## src/design/pps_pkg.sv

```systemverilog
// Shared types and constants of the preemptive priority scheduler.
package pps_pkg;

    localparam int MAX_PROCS = 8;
    localparam int SLOT_W    = $clog2(MAX_PROCS);
    localparam int CNT_W     = 4;
    localparam int BUSY_W    = $clog2(MAX_PROCS + 1);
    localparam int ID_W      = 8;
    localparam int BURST_W   = 16;
    localparam int PRIO_W    = 8;
    localparam int HPRIO_W   = PRIO_W + 1;
    localparam int ARR_W     = 16;
    localparam int NOW_W     = 24;
    localparam int S_TDATA_W = 56;
    localparam int M_TDATA_W = 40;

    localparam logic [HPRIO_W-1:0] NO_PRIO = HPRIO_W'(256);
    localparam logic [NOW_W-1:0]   NOW_MAX = {NOW_W{1'b1}};

    localparam logic CMD_LOAD = 1'b0;
    localparam logic CMD_TICK = 1'b1;

    typedef enum logic [1:0] {
        ST_IDLE,
        ST_SCAN,
        ST_COMMIT
    } sched_state_t;

    // Running best choice as it travels from one slot cell to the next.
    typedef struct packed {
        logic                have;
        logic [HPRIO_W-1:0]  prio;
        logic [SLOT_W-1:0]   slot;
        logic [ID_W-1:0]     id;
        logic [BURST_W-1:0]  burst;
        logic [ARR_W-1:0]    arrival;
        logic [BURST_W-1:0]  rem;
        logic [BUSY_W-1:0]   busy_cnt;
    } cand_t;

    // Commands broadcast from the sequencer to every slot cell.
    typedef struct packed {
        logic                load;
        logic                dec;
        logic [SLOT_W-1:0]   slot;
        logic [ID_W-1:0]     proc_id;
        logic [BURST_W-1:0]  burst;
        logic [PRIO_W-1:0]   prio;
        logic [ARR_W-1:0]    arrival;
        logic [NOW_W-1:0]    now;
    } cell_ctrl_t;

endpackage

```

## src/design/pps_cell.sv

```systemverilog
// One process slot cell: holds the slot state and refines the passing candidate.
module pps_cell import pps_pkg::*; (
    input  logic              aclk,
    input  logic              aresetn,
    input  logic [SLOT_W-1:0] cell_idx,
    input  logic              in_use,
    input  cell_ctrl_t        ctrl,
    input  cand_t             cand_in,
    output cand_t             cand_out
);

    logic [ID_W-1:0]    id_reg;
    logic [BURST_W-1:0] burst_reg;
    logic [PRIO_W-1:0]  prio_reg;
    logic [ARR_W-1:0]   arrival_reg;
    logic [BURST_W-1:0] rem_reg;
    logic [BURST_W-1:0] rem_next;
    cand_t              cand_reg;
    cand_t              cand_next;
    logic               busy;
    logic               eligible;

    assign busy     = in_use && (rem_reg != '0);
    assign eligible = busy && ({{(NOW_W-ARR_W){1'b0}}, arrival_reg} <= ctrl.now)
                      && ({1'b0, prio_reg} < cand_in.prio);

    always_comb begin
        cand_next = cand_in;
        if (in_use) begin
            if (cand_in.have && (cand_in.slot == cell_idx)) begin
                cand_next.id      = id_reg;
                cand_next.burst   = burst_reg;
                cand_next.arrival = arrival_reg;
                cand_next.rem     = rem_reg;
            end
            if (eligible) begin
                cand_next.have    = 1'b1;
                cand_next.prio    = {1'b0, prio_reg};
                cand_next.slot    = cell_idx;
                cand_next.id      = id_reg;
                cand_next.burst   = burst_reg;
                cand_next.arrival = arrival_reg;
                cand_next.rem     = rem_reg;
            end
            if (busy) begin
                cand_next.busy_cnt = cand_in.busy_cnt + BUSY_W'(1);
            end
        end
    end

    always_comb begin
        rem_next = rem_reg;
        if (ctrl.load && (ctrl.slot == cell_idx)) begin
            rem_next = ctrl.burst;
        end else if (ctrl.dec && (ctrl.slot == cell_idx)) begin
            rem_next = rem_reg - BURST_W'(1);
        end
    end

    always_ff @(posedge aclk) begin
        if (!aresetn) begin
            rem_reg <= '0;
        end else begin
            rem_reg <= rem_next;
        end
    end

    always_ff @(posedge aclk) begin
        cand_reg <= cand_next;
        if (ctrl.load && (ctrl.slot == cell_idx)) begin
            id_reg      <= ctrl.proc_id;
            burst_reg   <= ctrl.burst;
            prio_reg    <= ctrl.prio;
            arrival_reg <= ctrl.arrival;
        end
    end

    assign cand_out = cand_reg;

endmodule

```

## src/design/preemptive_priority_scheduler_unit.sv

```systemverilog
// Top level of the preemptive priority scheduler: sequencer, slot cell chain, result register.
//
// Channel   Dir  Handshake          Contents
// s_axis    in   s_tvalid/s_tready  one command: load a slot or advance one tick
// m_axis    out  m_tvalid/m_tready  one result per tick, none per load
// cfg       in   cfg_valid/cfg_ready number of slots in use
//
// A load is taken while idle. On a tick the candidate walks
// through the chain of slot cells, one cell per cycle, then the commit state commits it.
// The commit waits while the result register still holds an untaken result.
// Reset is synchronous and active low; no clearing pass is needed.
module preemptive_priority_scheduler_unit import pps_pkg::*; (
    input  logic                 aclk,
    input  logic                 aresetn,
    input  logic                 s_tvalid,
    output logic                 s_tready,
    input  logic [S_TDATA_W-1:0] s_tdata,  // slot, proc_id, burst, prio, arrival, zero pad
    input  logic [0:0]           s_tuser,  // cmd
    output logic                 m_tvalid,
    input  logic                 m_tready,
    output logic [M_TDATA_W-1:0] m_tdata,  // ran_id, finished_slot, wait_time, all_done, zero pad
    output logic [1:0]           m_tuser,  // idle, finished
    input  logic                 cfg_valid,
    output logic                 cfg_ready,
    input  logic [CNT_W-1:0]     cfg_data
);

    sched_state_t        state_reg, state_next;
    logic [SLOT_W-1:0]   scan_cnt_reg, scan_cnt_next;
    logic [CNT_W-1:0]    pcount_reg;
    logic [NOW_W-1:0]    now_reg, now_next;
    logic [HPRIO_W-1:0]  held_reg, held_next;
    logic [SLOT_W-1:0]   cur_slot_reg, cur_slot_next;
    logic                cur_valid_reg, cur_valid_next;
    cand_t               seed_reg, seed_next;
    logic                m_tvalid_reg, m_tvalid_next;
    logic [M_TDATA_W-1:0] m_tdata_reg, m_tdata_next;
    logic [1:0]          m_tuser_reg, m_tuser_next;

    logic [SLOT_W-1:0]   in_slot;
    logic [ID_W-1:0]     in_id;
    logic [BURST_W-1:0]  in_burst;
    logic [PRIO_W-1:0]   in_prio;
    logic [ARR_W-1:0]    in_arrival;

    logic                in_fire;
    logic                load_fire;
    logic                tick_fire;
    logic                commit_fire;
    logic [MAX_PROCS-1:0] in_use;
    cand_t               chain [MAX_PROCS+1];
    cand_t               best;
    cell_ctrl_t          ctrl;
    logic [NOW_W-1:0]    now_inc;
    logic [NOW_W-1:0]    sub;
    logic [NOW_W-1:0]    wait_val;
    logic                fin;
    logic                all_done;

    assign in_slot    = s_tdata[2:0];
    assign in_id      = s_tdata[10:3];
    assign in_burst   = s_tdata[26:11];
    assign in_prio    = s_tdata[34:27];
    assign in_arrival = s_tdata[50:35];

    assign s_tready    = (state_reg == ST_IDLE);
    assign in_fire     = s_tvalid && s_tready;
    assign load_fire   = in_fire && (s_tuser[0] == CMD_LOAD);
    assign tick_fire   = in_fire && (s_tuser[0] == CMD_TICK);
    assign commit_fire = (state_reg == ST_COMMIT) && (!m_tvalid_reg || m_tready);
    assign cfg_ready   = 1'b1;

    always_ff @(posedge aclk) begin
        if (!aresetn) begin
            pcount_reg <= CNT_W'(1);
        end else if (cfg_valid && cfg_ready) begin
            pcount_reg <= cfg_data;
        end
    end

    genvar k;
    generate
        for (k = 0; k < MAX_PROCS; k++) begin : g_cell
            assign in_use[k] = ({1'b0, pcount_reg} > (CNT_W + 1)'(k));
            pps_cell u_cell (
                .aclk     (aclk),
                .aresetn  (aresetn),
                .cell_idx (SLOT_W'(k)),
                .in_use   (in_use[k]),
                .ctrl     (ctrl),
                .cand_in  (chain[k]),
                .cand_out (chain[k+1])
            );
        end
    endgenerate

    assign chain[0] = seed_reg;
    assign best     = chain[MAX_PROCS];

    always_comb begin
        ctrl         = '0;
        ctrl.load    = load_fire;
        ctrl.dec     = commit_fire && best.have;
        ctrl.slot    = load_fire ? in_slot : best.slot;
        ctrl.proc_id = in_id;
        ctrl.burst   = in_burst;
        ctrl.prio    = in_prio;
        ctrl.arrival = in_arrival;
        ctrl.now     = now_reg;
    end

    always_comb begin
        seed_next          = '0;
        seed_next.have     = cur_valid_reg && in_use[cur_slot_reg];
        seed_next.prio     = seed_next.have ? held_reg : NO_PRIO;
        seed_next.slot     = cur_slot_reg;
    end

    assign now_inc  = (now_reg == NOW_MAX) ? now_reg : now_reg + NOW_W'(1);
    assign sub      = NOW_W'({1'b0, best.burst} + {1'b0, best.arrival});
    assign wait_val = (now_inc > sub) ? (now_inc - sub) : '0;
    assign fin      = best.have && (best.rem == BURST_W'(1));
    assign all_done = (best.busy_cnt == '0) ||
                      (best.have && fin && (best.busy_cnt == BUSY_W'(1)));

    always_comb begin
        state_next = state_reg;
        case (state_reg)
            ST_IDLE: begin
                if (tick_fire) begin
                    state_next = ST_SCAN;
                end
            end
            ST_SCAN: begin
                if (scan_cnt_reg == SLOT_W'(MAX_PROCS - 1)) begin
                    state_next = ST_COMMIT;
                end
            end
            ST_COMMIT: begin
                if (commit_fire) begin
                    state_next = ST_IDLE;
                end
            end
            default: begin
                state_next = ST_IDLE;
            end
        endcase
    end

    always_comb begin
        scan_cnt_next  = scan_cnt_reg;
        now_next       = now_reg;
        held_next      = held_reg;
        cur_slot_next  = cur_slot_reg;
        cur_valid_next = cur_valid_reg;
        m_tvalid_next  = m_tvalid_reg && !m_tready;
        m_tdata_next   = m_tdata_reg;
        m_tuser_next   = m_tuser_reg;
        case (state_reg)
            ST_IDLE: begin
                scan_cnt_next = '0;
                if (load_fire && cur_valid_reg && (cur_slot_reg == in_slot)) begin
                    cur_valid_next = 1'b0;
                    held_next      = NO_PRIO;
                end
            end
            ST_SCAN: begin
                scan_cnt_next = scan_cnt_reg + SLOT_W'(1);
            end
            ST_COMMIT: begin
                if (commit_fire) begin
                    now_next      = now_inc;
                    m_tvalid_next = 1'b1;
                    m_tdata_next  = '0;
                    m_tuser_next  = '0;
                    m_tdata_next[35] = all_done;
                    if (!best.have) begin
                        m_tuser_next[0] = 1'b1;
                        cur_valid_next  = 1'b0;
                        held_next       = NO_PRIO;
                    end else begin
                        m_tdata_next[7:0] = best.id;
                        if (fin) begin
                            m_tuser_next[1]     = 1'b1;
                            m_tdata_next[10:8]  = best.slot;
                            m_tdata_next[34:11] = wait_val;
                            cur_valid_next      = 1'b0;
                            held_next           = NO_PRIO;
                        end else begin
                            cur_valid_next = 1'b1;
                            cur_slot_next  = best.slot;
                            held_next      = best.prio;
                        end
                    end
                end
            end
            default: begin
                scan_cnt_next = '0;
            end
        endcase
    end

    always_ff @(posedge aclk) begin
        if (!aresetn) begin
            state_reg     <= ST_IDLE;
            scan_cnt_reg  <= '0;
            now_reg       <= '0;
            held_reg      <= NO_PRIO;
            cur_slot_reg  <= '0;
            cur_valid_reg <= 1'b0;
            m_tvalid_reg  <= 1'b0;
        end else begin
            state_reg     <= state_next;
            scan_cnt_reg  <= scan_cnt_next;
            now_reg       <= now_next;
            held_reg      <= held_next;
            cur_slot_reg  <= cur_slot_next;
            cur_valid_reg <= cur_valid_next;
            m_tvalid_reg  <= m_tvalid_next;
        end
    end

    always_ff @(posedge aclk) begin
        if (tick_fire) begin
            seed_reg <= seed_next;
        end
        m_tdata_reg <= m_tdata_next;
        m_tuser_reg <= m_tuser_next;
    end

    assign m_tvalid = m_tvalid_reg;
    assign m_tdata  = m_tdata_reg;
    assign m_tuser  = m_tuser_reg;

endmodule

```

## config.mk

```make
export PLATFORM = sky130hd
export DESIGN_NAME = preemptive_priority_scheduler_unit
export DESIGN_NICKNAME = d
export VERILOG_FILES = /design/src/design/pps_pkg.sv /design/src/design/pps_cell.sv /design/src/design/preemptive_priority_scheduler_unit.sv
export SDC_FILE = /design/constraint.sdc
export NUM_CORES = 2
export LEC_CHECK = 0
export BUFFER_PORTS_ARGS = -buffer_cell sky130_fd_sc_hd__buf_2
export CORE_AREA = 2 2 373 375
export CTS_CLUSTER_DIAMETER = 120
export DETAILED_ROUTE_END_ITERATION = 12
export DIE_AREA = 0 0 375 377
export PLACE_DENSITY = 0.54
export SLEW_MARGIN = 40
export SYNTH_ARGS = -nofsm -noshare
export SYNTH_HDL_FRONTEND = slang
export SYNTH_SLANG_ARGS = --single-unit
```

## constraint.sdc

```tcl
create_clock -name aclk -period 6.6 [get_ports aclk]
set_input_delay 0.99 -clock aclk [delete_from_list [all_inputs] [get_ports aclk]]
set_output_delay 0.99 -clock aclk [all_outputs]
set_load 0.02 [all_outputs]
```

* After elaboration in Yosys (flattened, before gate mapping)
Index checks and enable logic that the tools add are counted.
** Storage, ports and cells
- Bits in registers :: 1194
- Input bits :: 66
- Output and inout port bits :: 45
- Word-level logic and storage cells :: 355
** Cells by class
- $add $sub $neg :: 19
- $lt $le $gt $ge :: 26
- Equality and inequality tests :: 25
- Muxes and demuxes :: 71
- Bitwise logic cells :: 2
- Reductions and logical operators :: 91
** Operators by type and width (count)
- 2-to-1 mux 73 bit :: 8
- 2-to-1 mux 69 bit :: 8
- 2-to-1 mux 56 bit :: 8
- 2-to-1 mux 16 bit :: 16
- <= comparator 16 x 24 -> 1 bit :: 8
- nonzero test 16 bit :: 8
- subtractor 16 x 1 -> 16 bit (second input constant) :: 8
- < comparator 8 x 9 -> 1 bit :: 8
- logical AND 1 bit :: 60
- 2-to-1 mux 9 bit :: 4
- adder 4 x 1 -> 4 bit (second input constant) :: 7
- 2-to-1 mux 4 bit :: 7
- == test 3 bit (second input constant) :: 9
- adder 24 x 1 -> 24 bit (second input constant) :: 1
- == test 24 bit (second input constant) :: 1
- > comparator 24 x 17 -> 1 bit :: 1
- 2-to-1 mux 24 bit :: 1
- subtractor 24 x 17 -> 24 bit :: 1
- case mux 9 bit (2 select lines) :: 1
- nonzero test 2 bit :: 9
- adder 16 x 16 -> 17 bit :: 1
- == test 16 x 1 -> 1 bit (second input constant) :: 1
- > comparator 4 x 3 -> 1 bit (second input constant) :: 4
- == test 3 x 2 -> 1 bit (second input constant) :: 4
- other kinds (27) :: 50

* Depth between registers and ports, before layout
- Depth after elaboration :: 8
- Depth in mapped cells :: 23
- Depth with buffers taken out :: 22

* Hierarchy
From an unflattened synthesis, not the netlist that was laid out.
** Unflattened totals
- Cells, all modules :: 3907
- Area, all modules :: 49358.6 um2
** Modules (own cells, without submodules)
- pps_cell :: times used 8, cells each 406, area each 5375.2 um2, sequential area each 3223.1 um2
- preemptive_priority_scheduler_unit :: times used 1, cells each 659, area each 6357.3 um2, sequential area each 2472.4 um2

* Least setup slack after synthesis
Ideal clock, no wire load.
- Kind :: register to register
- From :: register now_reg[0]
- To :: register m_tdata_reg[26] (netlist: m_tdata[26]) (data pin)
- Library setup time :: 0.257 ns
- Data arrival time :: 4.237 ns
- Data required time :: 6.343 ns
- Path slack :: 2.106 ns
- Stages on the path, launching flop included :: 21
- Buffers on the path :: 2
- Period minus slack after synthesis :: 4.494 ns
- Path through :: dfxtp_1 ha_1 nand4_1 or4_1 or2_2 clkbuf_1 nand4_1 or3_1 or3_1 xnor2_1 ha_1 a21o_1 a21oi_1 o21ai_0 a21oi_1 o21ai_0 nor2b_1 a21oi_1 o21ai_1 buf_2 nor2_1
** On the way
- Word-level cells in the longest chain between the ends :: 4
- Elaborated cells between the ends (all ways) :: 6
- Classes of those cells :: add/sub: 2; order compare: 1; eq/ne: 1; mux: 1; reduce/logical: 1
** Ends and longest elaborated chain
- from (decl) :: line preemptive_priority_scheduler_unit.sv:31 : logic [NOW_W-1:0] now_reg, now_next;
- from (signal assigned) :: line preemptive_priority_scheduler_unit.sv:215 : now_reg <= now_next;
- adder 24 x 1 -> 24 bit / == test 24 bit (equally long branches) :: line preemptive_priority_scheduler_unit.sv:119 : assign now_inc = (now_reg == NOW_MAX) ? now_reg : now_reg + NOW_W'(1);
- 2-to-1 mux 24 bit (*) :: line preemptive_priority_scheduler_unit.sv:119
- named net now_inc[14] :: line preemptive_priority_scheduler_unit.sv:54 : logic [NOW_W-1:0] now_inc;
- > comparator 24 x 17 -> 1 bit :: line preemptive_priority_scheduler_unit.sv:121 : assign wait_val = (now_inc > sub) ? (now_inc - sub) : '0;
- AND reduction 3 bit (no source line)
- to (signal assigned) :: line preemptive_priority_scheduler_unit.sv:227 : m_tdata_reg <= m_tdata_next;
- to (decl) :: line preemptive_priority_scheduler_unit.sv:37 : logic [M_TDATA_W-1:0] m_tdata_reg, m_tdata_next;
Mark *: on every way through the listed nets, which the timed path passes. The rest lies on a longest branch.
A chain may end at the register's enable or synchronous reset.

* Worst setup path in the final report
- From :: register g_cell[7].u_cell.cand_reg (netlist bit g_cell[7].u_cell.cand_out[20])
- To :: register m_tdata_reg[13] (netlist: m_tdata[13]) (data pin)
** On the way
- Word-level cells in the longest chain between the ends :: 3
- Elaborated cells between the ends (all ways) :: 4
- Classes of those cells :: add/sub: 2; order compare: 1; reduce/logical: 1
** Ends and longest elaborated chain
- from (decl) :: line pps_cell.sv:18 : cand_t cand_reg;
- from (signal assigned) :: line pps_cell.sv:69 : cand_reg <= cand_next;
- adder 16 x 16 -> 17 bit (*) :: line preemptive_priority_scheduler_unit.sv:120 : assign sub = NOW_W'({1'b0, best.burst} + {1'b0, best.arrival});
- > comparator 24 x 17 -> 1 bit :: line preemptive_priority_scheduler_unit.sv:121
- AND reduction 3 bit (no source line)
Every way passes the cells marked *; elsewhere a longest branch is shown, timed or not.

==> results <==
- Cells with a size suffix above 1 make up 21.9% of the layout.
- After layout, the minimum clock period comes to 5.16 ns.
- The count of nets left with antenna violations after detail routing is 0.
- Dividing the final minimum period by the clock period gives 78.2%.
- The number of H-tree branching levels is 4.
- The register with the most flip-flops in the layout has 578 of them.
- The run finished with clean final reports.
- The critical path capture point is m_tdata[13].
- By area the synthesized netlist is led by sky130_fd_sc_hd__dfxtp_1 (32%), sky130_fd_sc_hd__edfxtp_1 (27%), sky130_fd_sc_hd__mux2_2 (9.9%).
- The slack of the worst reg-to-reg path is 1.44 ns.
- After clock tree synthesis, the clock-pin slew on the worst setup and hold paths is 0.06 ns.
- For this design, the CTS-stage hold fixing added 0 buffers.
- The number of enable-type register cells in the synthesized netlist is 435.
- Relative to the synthesized area, the layout overhead comes to 14.2%.
- Of the total power, the clock network draws 40.6%.
- The total number of yosys warnings is 0.
- The clock tree from TritonCTS is yes.
- The tightest min-delay check is of the reg -> reg type.
- The initial core utilization is 34.9%.
- The placed instances occupy a cell area of 0.0503 mm².
- The worst path arrival time is 5.65 ns.
- The cell depth of the worst min-delay path is 1.
- The number of buffers added on ports is 100.
- The number of storage elements in the synthesis netlist is 1,188.
- The areal power density over the cells is 321 mW/mm².
- The pin count of the biggest net entering global routing is 68.
- Setup violations remaining at the end of the flow were counted as 0.
- In this run the critical register-to-register path is captured at m_tdata[13].
- The x dimension of the die is 375 µm.
- The source of the critical timing path is g_cell[7].u_cell.cand_out[20].
- The CTS sink count is 1,188.
- The setup total negative slack is 0 ns.
- Across the VDD grid, the largest voltage drop is 0.000164 V.
- The leakage power total is 21.2 nW.
- The number of vias after detailed routing is 29,500.
- STA classifies the critical path startpoint as a register.
- Of all flip-flops after synthesis, the portion carrying an async set or reset was 0%.
- The type of the setup path with the least slack is reg -> reg.
- Summed over all layers, the routed wires come to 116,000 µm.
- For this design the top-level I/O count stands at 111.
- The finished cells cover 0.0546 mm².
- The count of max-cap constraint violations is 0.
- The number of antenna violations at the first check in global routing came to 3.
- Setup repair after global routing left no endpoint under its margin.
- The average wire length per cell after detail routing is 19.7 µm.
- Measured against its own limit, the worst slew margin works out to 36.2%.
- The number of design rule violations left after detail routing is 0.
- The library cell used most frequently in the layout, excluding fill and tap cells, is sky130_fd_sc_hd__dfxtp_1.
- At the pin with the least slew margin, the transition time is 0.948 ns.
- After synthesis, the netlist uses 81 different library cells.
- In this run, post-CTS repair resized a total of 0 instances.
- The number of nets at the end of the flow is 4,309.
- Net switching is 24.6% of the power.
- The row count is 136.
- The number of cells on the worst reg-to-reg path is 23.
- The total standard cell area after synthesis is 0.0478 mm².
- Sequential elements use 58.9% of the synthesized area.
- The global-route usage over all layers is 16.3%.
- The endpoint type of the worst setup path is a register.
- The cell at the root of the clock tree is sky130_fd_sc_hd__clkbuf_16.
- The maximum root-to-sink buffer count is 3.
- The number of instances in the synthesized netlist is 3,882.
- In this run the mean area of a mapped cell was 12.3 µm².
- The number of filler instances in the final layout is 12,900.
- The total count of hold-check failures in the final report is 0.
- The full die area is 0.141 mm².
- The congestion estimate from routability-driven global placement came to 0.855.
- The number of DRC markers in iteration 0 is 1,846.
- The first global-routing pass estimated 177,000 µm of wire.
- The length of the first detailed-routing pass in iterations is 8.
- The critical-path maximum fanout is 24.
- In the layout the commonest cells are sky130_fd_sc_hd__dfxtp_1 (753), sky130_fd_sc_hd__edfxtp_1 (435), sky130_fd_sc_hd__mux2_2 (420).
- STA puts the critical path data required time at 7.09 ns.
- The total area inside the core boundary comes to 0.137 mm².
- The cell-internal power is 13.2 mW.
- The top cell type by total area after synthesis is sky130_fd_sc_hd__dfxtp_1.
- Dividing the detail-routed via count by the number of cells gives 5.00.
- The clock latency on the worst-skew pair is 0.76 ns.
- Buffers added to address setup during post-CTS repair amount to 0.
- The logic gate share of total power is 11.2%.
- The total overflow left after global routing is 0.
- The via count of the first global-routing pass is 29,400.
- The die span in y is 377 µm.
- Clock skew on the completed layout was measured at 0.0349 ns.
- The total clock buffers created by CTS is 131.
- Once detailed placement completed, the half-perimeter wirelength came to 79,400 µm.
- In the synthesized netlist the dominant register cell turns out to be sky130_fd_sc_hd__dfxtp_1.
- The relative contribution of sequential cells to total power is 48.2%.
- For this run, the top clock speed supported by timing is 194 MHz.
- The net switching component of the power is 4.30 mW.
- The number of slew-limit violations in the final report is 0.
- The fraction of synthesized cell area taken by the top area cell type is 31.6%.
- The beginning of the worst register-to-register path is g_cell[7].u_cell.cand_out[20].
## critical path: stages, from the launching register on
cell                       delay, ns
sky130_fd_sc_hd__dfxtp_1        0.30
sky130_fd_sc_hd__ha_1           0.21
sky130_fd_sc_hd__inv_1          0.08
sky130_fd_sc_hd__fa_1           0.21
sky130_fd_sc_hd__nor2b_1        0.05
sky130_fd_sc_hd__o21ai_0        0.24
sky130_fd_sc_hd__a21oi_1        0.18
sky130_fd_sc_hd__o21a_1         0.21
sky130_fd_sc_hd__o21ai_0        0.22
sky130_fd_sc_hd__nand2b_1       0.14
sky130_fd_sc_hd__a41o_1         0.27
sky130_fd_sc_hd__o41ai_1        0.50
sky130_fd_sc_hd__xor2_1         0.29
sky130_fd_sc_hd__ha_1           0.34
sky130_fd_sc_hd__a21o_1         0.20
sky130_fd_sc_hd__a21oi_1        0.21
sky130_fd_sc_hd__o21ai_0        0.16
sky130_fd_sc_hd__a21oi_1        0.16
sky130_fd_sc_hd__o21ai_0        0.23
sky130_fd_sc_hd__nor2b_1        0.17
sky130_fd_sc_hd__a21oi_1        0.05
sky130_fd_sc_hd__o21ai_1        0.14
sky130_fd_sc_hd__buf_4          0.26
sky130_fd_sc_hd__nor2_1         0.09
## through the flow
step / cells / power [mW] / utilization, % / setup WS [ns] / hold slack [ns]
after global placement: 5666 / 10.5 / 36.7 / 1.54 / 0.419
after detailed placement: 5668 / 10.5 / 36.7 / 1.51 / 0.422
after floorplan: 3885 / 9.92 / - / 2.11 / 0.401
final: 5905 / 17.5 / 39.8 / 1.44 / 0.419
after CTS: 5904 / 17.7 / 39.8 / 1.47 / 0.421
after global routing: 5905 / 18.3 / 39.8 / 0.994 / 0.433
## synth_stat cells (42+ instances only)
master                       n
sky130_fd_sc_hd__nor2_1    226
sky130_fd_sc_hd__ha_1      234
sky130_fd_sc_hd__clkbuf_1  106
sky130_fd_sc_hd__and2_1    135
sky130_fd_sc_hd__a21oi_1   220
sky130_fd_sc_hd__nand2_1   117
sky130_fd_sc_hd__a21o_1     53
sky130_fd_sc_hd__nand4_1    42
sky130_fd_sc_hd__dfxtp_1   753
sky130_fd_sc_hd__a31oi_1    60
sky130_fd_sc_hd__mux2_2    420
sky130_fd_sc_hd__o21ai_0   150
sky130_fd_sc_hd__nor2b_1    60
sky130_fd_sc_hd__edfxtp_1  435
sky130_fd_sc_hd__nand2b_1   52
sky130_fd_sc_hd__o221a_2    50
sky130_fd_sc_hd__nor3_1     95
sky130_fd_sc_hd__inv_1     155
sky130_fd_sc_hd__xnor2_1    65
## area by class of cell
cell class                      count  area (µm²)  area share [%]
Sequential cell                  1188       28100            51.6
Multi-Input combinational cell   2383       18400            33.8
Clock buffer                      194        3810            6.98
Tap cell                         1794        2240            4.11
Timing Repair Buffer              146         897            1.64
Inverter                          157         611            1.12
Clock inverter                     42         434           0.796
Antenna cell                        1        2.50         0.00459
## how the worst min path moves through the flow
stage / slack (ns) / to / start
final: 0.42 / g_cell[0].u_cell.cand_out[47] / g_cell[0].u_cell.burst_reg[11]
after global routing: 0.43 / g_cell[0].u_cell.cand_out[47] / g_cell[0].u_cell.burst_reg[11]
after CTS: 0.42 / g_cell[0].u_cell.cand_out[47] / g_cell[0].u_cell.burst_reg[11]
after detailed placement: 0.42 / g_cell[2].u_cell.cand_out[72] / g_cell[1].u_cell.cand_out[72]
after global placement: 0.42 / g_cell[1].u_cell.cand_out[60] / g_cell[0].u_cell.cand_out[60]
after floorplan: 0.40 / g_cell[2].u_cell.cand_out[61] / g_cell[1].u_cell.cand_out[61]
## per-layer routing
layer,track usage (%),wire length [µm],vias to the layer above
met5,0,26,-
met4,5.52,3320,4
met3,3.35,6050,199
met1,22.3,54800,14300
met2,25.8,52100,724
li1,-,-,14300
## kinds of logic (layout without fill, tap and decap cells)
family,after synthesis,count (layout),share of synthesized area [%]
simple gates,881,881,9.57
xor+xnor,90,90,1.65
buf+inv,314,539,2.80
fa+ha+maj,237,237,6.23
compound gates,703,703,9.53
flops,1188,1188,58.9
mux,467,467,11.3
other cells,2,6,0.0157
## power by group through the flow
stage / sequential, mW / combinational, mW / clock [mW]
floorplan: 8.48 / 1.44 / 0
global placement: 8.59 / 1.94 / 0
detailed placement: 8.59 / 1.95 / 0
CTS: 8.44 / 1.97 / 7.30
global route: 8.49 / 2.18 / 7.61
finish: 8.43 / 1.96 / 7.11
(Power assumes the default switching activity.)
